==> config.mk <==
export PLATFORM = sky130hd
export DESIGN_NAME = ppi_div
export DESIGN_NICKNAME = d
export VERILOG_FILES = /design/src/hw/rtl/particle_pool_integrator_unit_assert.svh /design/src/hw/rtl/ppi_pkg.sv /design/src/hw/rtl/ppi_div.sv
export SDC_FILE = /design/constraint.sdc
export NUM_CORES = 1
export LEC_CHECK = 0
export ABC_AREA = 1
export CELL_PAD_IN_SITES_DETAIL_PLACEMENT = 1
export CELL_PAD_IN_SITES_GLOBAL_PLACEMENT = 1
export CORE_ASPECT_RATIO = 1.2
export CORE_MARGIN = 2
export CORE_UTILIZATION = 48
export DETAILED_ROUTE_END_ITERATION = 10
export DONT_BUFFER_PORTS = 1
export PLACE_DENSITY_LB_ADDON = 0.1
export SLEW_MARGIN = 20
export SYNTH_ARGS = -nofsm -noshare
export SYNTH_HDL_FRONTEND = slang
export SYNTH_SLANG_ARGS = --single-unit
==> constraint.sdc <==
create_clock -name clk -period 7.4 [get_ports clk]
set_input_delay 1.85 -clock clk [delete_from_list [all_inputs] [get_ports clk]]
set_output_delay 1.85 -clock clk [all_outputs]
set_load 0.005 [all_outputs]
==> src/hw/rtl/particle_pool_integrator_unit_assert.svh <==
// Assertion macros shared by the particle pool integrator RTL.
`ifndef PARTICLE_POOL_INTEGRATOR_UNIT_ASSERT_SVH
`define PARTICLE_POOL_INTEGRATOR_UNIT_ASSERT_SVH

// Same-cycle implication, clocked on clk, off while in reset.
`define PPI_ASSERT_IMP(lbl, pre, post) \
    lbl: assert property (@(posedge clk) disable iff (!rst_n) (pre) |-> (post)) \
        else $error("assertion failed");

// Next-cycle implication, clocked on clk, off while in reset.
`define PPI_ASSERT_NXT(lbl, pre, post) \
    lbl: assert property (@(posedge clk) disable iff (!rst_n) (pre) |=> (post)) \
        else $error("assertion failed");

`endif

==> src/hw/rtl/ppi_pkg.sv <==
// Package: widths, register indexes and saturating add for the particle pool integrator.
package ppi_pkg;

    localparam int POOL_SIZE_DEF = 64;
    localparam int DW            = 32;
    localparam int MASS_W        = 31;
    localparam int SLOT_W        = 6;
    localparam int CFG_IDX_W     = 8;
    localparam int IN_DATA_W     = 224;
    localparam int OUT_DATA_W    = 104;
    localparam int DIV_STEPS     = 24;

    // configuration register indexes
    localparam logic [CFG_IDX_W-1:0] REG_GRAVITY_Y = 8'd0;
    localparam logic [CFG_IDX_W-1:0] REG_WIND_X    = 8'd1;
    localparam logic [CFG_IDX_W-1:0] REG_WIND_Y    = 8'd2;
    localparam logic [CFG_IDX_W-1:0] REG_WIND_Z    = 8'd3;

    // register reset values, Q16.16
    localparam logic signed [DW-1:0] GRAVITY_Y_RST = -32'sd655;
    localparam logic signed [DW-1:0] WIND_X_RST    = 32'sd66;

    localparam logic ACT_SPAWN = 1'b0;
    localparam logic ACT_TICK  = 1'b1;

    // signed add clamped to the 32-bit range
    function automatic logic signed [DW-1:0] sat_add(input logic signed [DW-1:0] a,
                                                     input logic signed [DW-1:0] b);
        logic signed [DW:0] s;
        s = {a[DW-1], a} + {b[DW-1], b};
        if (s[DW] != s[DW-1])
            sat_add = s[DW] ? {1'b1, {(DW-1){1'b0}}} : {1'b0, {(DW-1){1'b1}}};
        else
            sat_add = s[DW-1:0];
    endfunction

endpackage

==> src/hw/rtl/ppi_div.sv <==
// Radix-4 restoring divider: saturated (force * 65536) / mass, truncated toward zero.
module ppi_div (
    input  logic                          clk,
    input  logic                          rst_n,
    input  logic                          start,
    input  logic signed [ppi_pkg::DW-1:0] dividend,
    input  logic [ppi_pkg::MASS_W-1:0]    divisor,
    output logic                          done,
    output logic signed [ppi_pkg::DW-1:0] quotient
);
    import ppi_pkg::*;

    logic                  busy_reg, busy_next;
    logic                  done_reg, done_next;
    logic [4:0]            cnt_reg, cnt_next;
    logic                  neg_reg, neg_next;
    logic [47:0]           dvd_reg, dvd_next;
    logic [DW-1:0]         rem_reg, rem_next;
    logic [MASS_W-1:0]     m_reg, m_next;
    logic signed [DW-1:0]  q_reg, q_next;
    logic [DW-1:0]         mag;
    logic [DW-1:0]         t;
    logic [47:0]           d;
    logic [47:0]           qf;

    assign mag = dividend[DW-1] ? (~dividend + 32'd1) : dividend;

    // two quotient bits per cycle, then sign and clamp
    always_comb
    begin
        busy_next = busy_reg;
        done_next = 1'b0;
        cnt_next  = cnt_reg;
        neg_next  = neg_reg;
        dvd_next  = dvd_reg;
        rem_next  = rem_reg;
        m_next    = m_reg;
        q_next    = q_reg;
        t         = rem_reg;
        d         = dvd_reg;
        qf        = '0;
        if (start)
        begin
            busy_next = 1'b1;
            cnt_next  = '0;
            neg_next  = dividend[DW-1];
            dvd_next  = {mag, 16'd0};
            rem_next  = '0;
            m_next    = (divisor == '0) ? MASS_W'(1) : divisor;
        end
        else if (busy_reg)
        begin
            for (int k = 0; k < 2; k++)
            begin
                t = {t[DW-2:0], d[47]};
                d = {d[46:0], 1'b0};
                if (t >= {1'b0, m_reg})
                begin
                    t    = t - {1'b0, m_reg};
                    d[0] = 1'b1;
                end
            end
            rem_next = t;
            dvd_next = d;
            cnt_next = cnt_reg + 5'd1;
            if (cnt_reg == 5'(DIV_STEPS - 1))
            begin
                busy_next = 1'b0;
                done_next = 1'b1;
                qf        = d;
                if (neg_reg)
                begin
                    if ((|qf[47:32]) || (qf[31] && (|qf[30:0])))
                        q_next = {1'b1, {(DW-1){1'b0}}};
                    else
                        q_next = ~qf[31:0] + 32'd1;
                end
                else
                begin
                    if (|qf[47:31])
                        q_next = {1'b0, {(DW-1){1'b1}}};
                    else
                        q_next = qf[31:0];
                end
            end
        end
    end

    always_ff @(posedge clk or negedge rst_n)
    begin
        if (!rst_n)
        begin
            busy_reg <= 1'b0;
            done_reg <= 1'b0;
            cnt_reg  <= '0;
        end
        else
        begin
            busy_reg <= busy_next;
            done_reg <= done_next;
            cnt_reg  <= cnt_next;
        end
    end

    always_ff @(posedge clk)
    begin
        neg_reg <= neg_next;
        dvd_reg <= dvd_next;
        rem_reg <= rem_next;
        m_reg   <= m_next;
        q_reg   <= q_next;
    end

    assign done     = done_reg;
    assign quotient = q_reg;

endmodule

# Word-level counts from Yosys, hierarchy flattened
# Index checks and enable logic that the tools add are counted.
# totals
register_bits	150
inputBits	66
elab_cells	52
# op_classes
addsub	5
magnitude_cmp	2
n_eq_ne	1
n_mux	24
bitwise	3
n_reduce_logical	8
# op_table
cell	count
two-way mux 32 bit	4
two-way mux 31 bit	4
two-way mux 48 bit	2
adder 32 x 1 -> 32 bit, second input constant	2
>= comparator 32 x 31 -> 1 bit	2
NOT 32 bit	2
subtractor 31 bit	2
logical NOT 31 bit	1
OR reduction 31 bit	1
OR reduction 17 bit	1
OR reduction 16 bit	1
two-way mux 1 bit	12
two-way mux 5 bit	2
adder 5 x 1 -> 5 bit, second input constant	1
== test 5 bit, second input constant	1
AND reduction 3 bit	1
nonzero test 2 bit	1
logical AND 1 bit	1
logical OR 1 bit	1
NOT 1 bit	1

# Depth between registers and ports, before layout
# logic_depth
word_depth	13
ltp_mapped	47
mapped_depth_nobuf	45

# Worst setup path after synthesis
# OpenSTA, ideal clock, no wires.
# synth_path
kind	reg2reg
from	reg dvd_reg[47]
to	reg q_reg[31], in the netlist quotient[31], data pin
arrival_ns	5.799
setup_slack_ns	1.351
stages_incl_launch_ff	43
synth_period_minus_slack_ns	6.049
path_cell_list	edfxtp_1 > inv_1 > ha_1 > inv_1 > fa_1 > nand3_1 > nand3_2 > nand2_1 > nand2_1 > nand2_1 > nand3_2 > nand2_2 > nand2_4 > inv_1 > clkbuf_1 > nand2_1 > o21ai_0 > ha_1 > [7 not listed] > nand2_2 > nand3_4 > buf_8 > inv_4 > ha_1 > nand3_1 > nor2_1 > inv_1 > nor4_1 > nand3_1 > nor3b_1 > ha_1 > o2111ai_1 > nor2_1 > clkbuf_1 > nand3_1 > nand2_1 > inv_1
# synth_between
elab_chain_cells	13
elab_cells_between_ends	19
# synth_rtl
item	line_no	rtl
start, declared	ppi_div.sv:17	logic [47:0] dvd_reg, dvd_next;
start signal, assigned	ppi_div.sv:108	dvd_reg <= dvd_next;
parallel branches: the longest is 11 deep, another holds >= comparator 32 x 31 -> 1 bit	--	
two-way mux 32 bit (*)	ppi_div.sv:73	if ((|qf[47:32]) || (qf[31] && (|qf[30:0])))
two-way mux 32 bit (*)	ppi_div.sv:71	if (neg_reg)
end signal, assigned	ppi_div.sv:111	q_reg <= q_next;
end, declared	ppi_div.sv:20	logic signed [DW-1:0] q_reg, q_next;
# Mark *: on every way between the ends. The select of a mux whose other input is x is not followed.
# A chain may end at the register's enable or synchronous reset.

# Worst setup path after layout
# layout_path
from	reg dvd_reg[47]
to	reg q_reg[12], in the netlist quotient[12], data pin
# The elaborated chain is that of the path after synthesis.

==> run_results.csv <==
group,metric,value,unit
run_status,outcome,"finished clean",
die,die_x,145.1,um
logic_synthesis,synth.net_count,1687,
setup_path,crit_type,"reg2reg",
sta,final-hold-violation-count,0,
global_route,grt.overflow.total,0,
sta,fin_setup_tns,0,ns
sta,drv_slew,0,
clock_tree,clockBufferDepth,2,
power,power.leakage,5.466,nW
logic_synthesis,ys.flop_type,"edfxtp_1",
global_route,grt_pass1_wl,60480,um
drt,drt_iter0_markers,668,
placed_design,dpl.hpwl,29140,um
placed_design,gp_congestion,0.9377,
logic_synthesis,synth_warnings,0,
setup_path,arrival,6.93,ns
layout,layout.nets,1654,
clock_tree,postCtsHoldBufs,0,
drt,wire_per_inst,20.52,um
layout,largest_reg_flops,48,
drt,drc,0,
global_route,grt_max_degree,60,
logic_synthesis,synth_edf_count,96,
drt,ant_nets,0,
min_path,hp-class,"reg2reg",
clock_tree,tritoncts,"done",
drt,vias,10830,
clock_tree,clkTransAtPathRegs,0.06,ns
logic_synthesis,mappedNetlistArea,11470,um2
sta,period_needed,6.663,ns
power,peakVddDrop,0.1974,mV
layout,nFillCells,2988,
drt,first_pass_iters,5,
power,p_switching,2.763,mW
layout,area_growth,7.474,%
layout,drive_above_1_share,7.893,%
clock_tree,htreeDepth,4,
sta,whs,0.4776,ns
power,power.density,447.2,nW/um2
clock_tree,cts-root-buf,"clkbuf_16",
power,seq_power_share,20.4,%
die,die_area,25150,um2
setup_path,critPathLaunchType,"flop",
global_route,antenna_found_initial,0,
global_route,grtUsageTotal,30.27,%
setup_path,crit_slowest_cell,"fa_1",
clock_tree,clk_latency,0.44,ns
sta,slew_headroom,44.84,%
drt,wirelength,37930,um
logic_synthesis,ys_types,61,
setup_path,required,7.66,ns
job,drv_cap,0,
global_route,first_global_vias,11390,
power,p_sw_share,50.12,%
clock_tree,cts_buffers,17,
setup_path,max_stage_delay,0.40,ns
clock_tree,clock_sinks,150,
layout,diodes,0,
die,chipHeight,173.3,um
setup_path,cp_common_cell,"nand2_1",
sta,setup_viol,0,
layout,regArea,3999,um2
placed_design,portBuffers,0,
sta,max_freq,150.1,MHz
setup_path,endpoint_kind,"flop",
drt,via_per_inst,5.862,
logic_synthesis,ys_ff_latch,150,
sta,worst_pin_slew,0.8273,ns
logic_synthesis,syn-instance-count,1553,
power,p_int,2.749,mW
setup_path,cp_max_fo,43,
die,row_count,61,
power,pwr-share-comb,63.2,%
sta,min_period_over_period,90.04,%
layout,multi_input_area,6344,um2
die,io_pins,99,
die,core_area,23350,um2
logic_synthesis,async_flop_share,4.667,%
power,clock_power_share,16.4,%
logic_synthesis,yosysSeqAreaShare,34.87,%
sta,rsz0062_at_grt,"no",
sta,finalClockSkew,0.01251,ns
die,start_util,49.11,%
logic_synthesis,syn_area_per_cell,7.385,um2
## what timing repair did
action                     in CTS  in global routing
setup buffers                   0                  4
setup endpoints to repair       0                 32
resized for setup               0                 14
## final cells by class
type / instances / area share [%]
clock buffer: 23 / 3.969
clock inverter: 9 / 0.9441
inverter: 230 / 7.065
multi-input combinational: 1107 / 51.47
tap: 315 / 3.198
sequential: 150 / 32.44
timing repair buffer: 14 / 0.9136
## layout by cell type (no fill, tap or decap), types with 18 or more instances in the layout
master     instances
nand2_1          323
inv_1            219
o21ai_0          122
nor2_1           118
edfxtp_1          96
a21oi_1           94
nand3_1           66
ha_1              66
dfxtp_1           47
xor2_1            35
nor3_1            27
o22ai_1           27
xnor2_1           20
o21ai_1           19
nor4_1            18
clkbuf_16         18
## kinds of logic after synthesis
group	count (synthesis)	synth area share [%]
AOI/OAI and AO/OA	354	18.75
and+or+nand+nor	630	24.59
buffers and inverters	296	10.04
xor gates and xnor gates	55	4.200
adders and majority gates	68	7.550
DFF	150	34.87
## synthesized netlist by cell type (19+ instances only)
library cell / n / area, um2
nor3_1: 27 / 135.1
xnor2_1: 20 / 175.2
clkbuf_1: 55 / 206.5
a21oi_1: 94 / 470.5
o21ai_0: 128 / 640.6
nor2_1: 122 / 457.9
inv_1: 221 / 829.6
nor4_1: 19 / 118.9
dfxtp_1: 47 / 940.9
ha_1: 66 / 825.8
o22ai_1: 27 / 168.9
edfxtp_1: 96 / 2883
xor2_1: 35 / 306.5
nand2_1: 323 / 1212
nand3_1: 66 / 330.3
## stage by stage
stage / power (mW) / std cells / setup slack, ns / utilization, % / cell area [um2]
floorplan: 3.618 / 1553 / 1.351 / - / 11470
global placement: 4.378 / 1812 / 0.5238 / 49.92 / 11660
detailed placement: 4.467 / 1812 / 0.2143 / 49.92 / 11660
finish: 5.512 / 1848 / 0.7373 / 52.78 / 12330
global route: 5.920 / 1848 / 0.1307 / 52.78 / 12330
CTS: 5.407 / 1844 / 0.1529 / 52.51 / 12260
## path summary, 6_finish.rpt
path                                     startpoint                       end  slack (ns)  depth (start not counted)
setup reg to reg              dvd_reg[47]$_DFFE_PP_    quotient[12]$_DFFE_PP_        0.74                         40
max in group asynchronous                     rst_n    cnt_reg[2]$_DFFE_PN0P_        6.22                          0
min in group asynchronous                     rst_n    cnt_reg[4]$_DFFE_PN0P_        1.10                          0
hold / removal             rem_reg[19]$_SDFFE_PP0P_  rem_reg[19]$_SDFFE_PP0P_        0.48                          2
setup / recovery              dvd_reg[47]$_DFFE_PP_    quotient[12]$_DFFE_PP_        0.74                         40
hold reg to reg            rem_reg[19]$_SDFFE_PP0P_  rem_reg[19]$_SDFFE_PP0P_        0.48                          2
## metal layers
metal  vias up  global-route usage (%)  share of wire [%]
met2       317                   53.45                 49
met4         0                   12.70                3.9
met5         -                       0                  0
li1       5179                       -                  -
met3        91                   5.342                5.4
met1      5246                   36.38                 41
## power groups by stage
stage	Clock, mW	Combinational, mW	Sequential (mW)
after floorplan	0	2.52	1.10
after global placement	0	3.25	1.13
after detailed placement	0	3.33	1.14
after CTS	0.909	3.38	1.12
after global routing	0.945	3.84	1.14
final	0.904	3.48	1.12
## worst max-delay path: cells and delay by family, from the launching register on
family          cells  cell delay [ns]
simple gates       22             2.75
fa+ha+maj           5             1.32
flops               1             0.39
buf+inv             8             1.03
compound gates      5             0.96
Power figures use the tool's default switching activity.
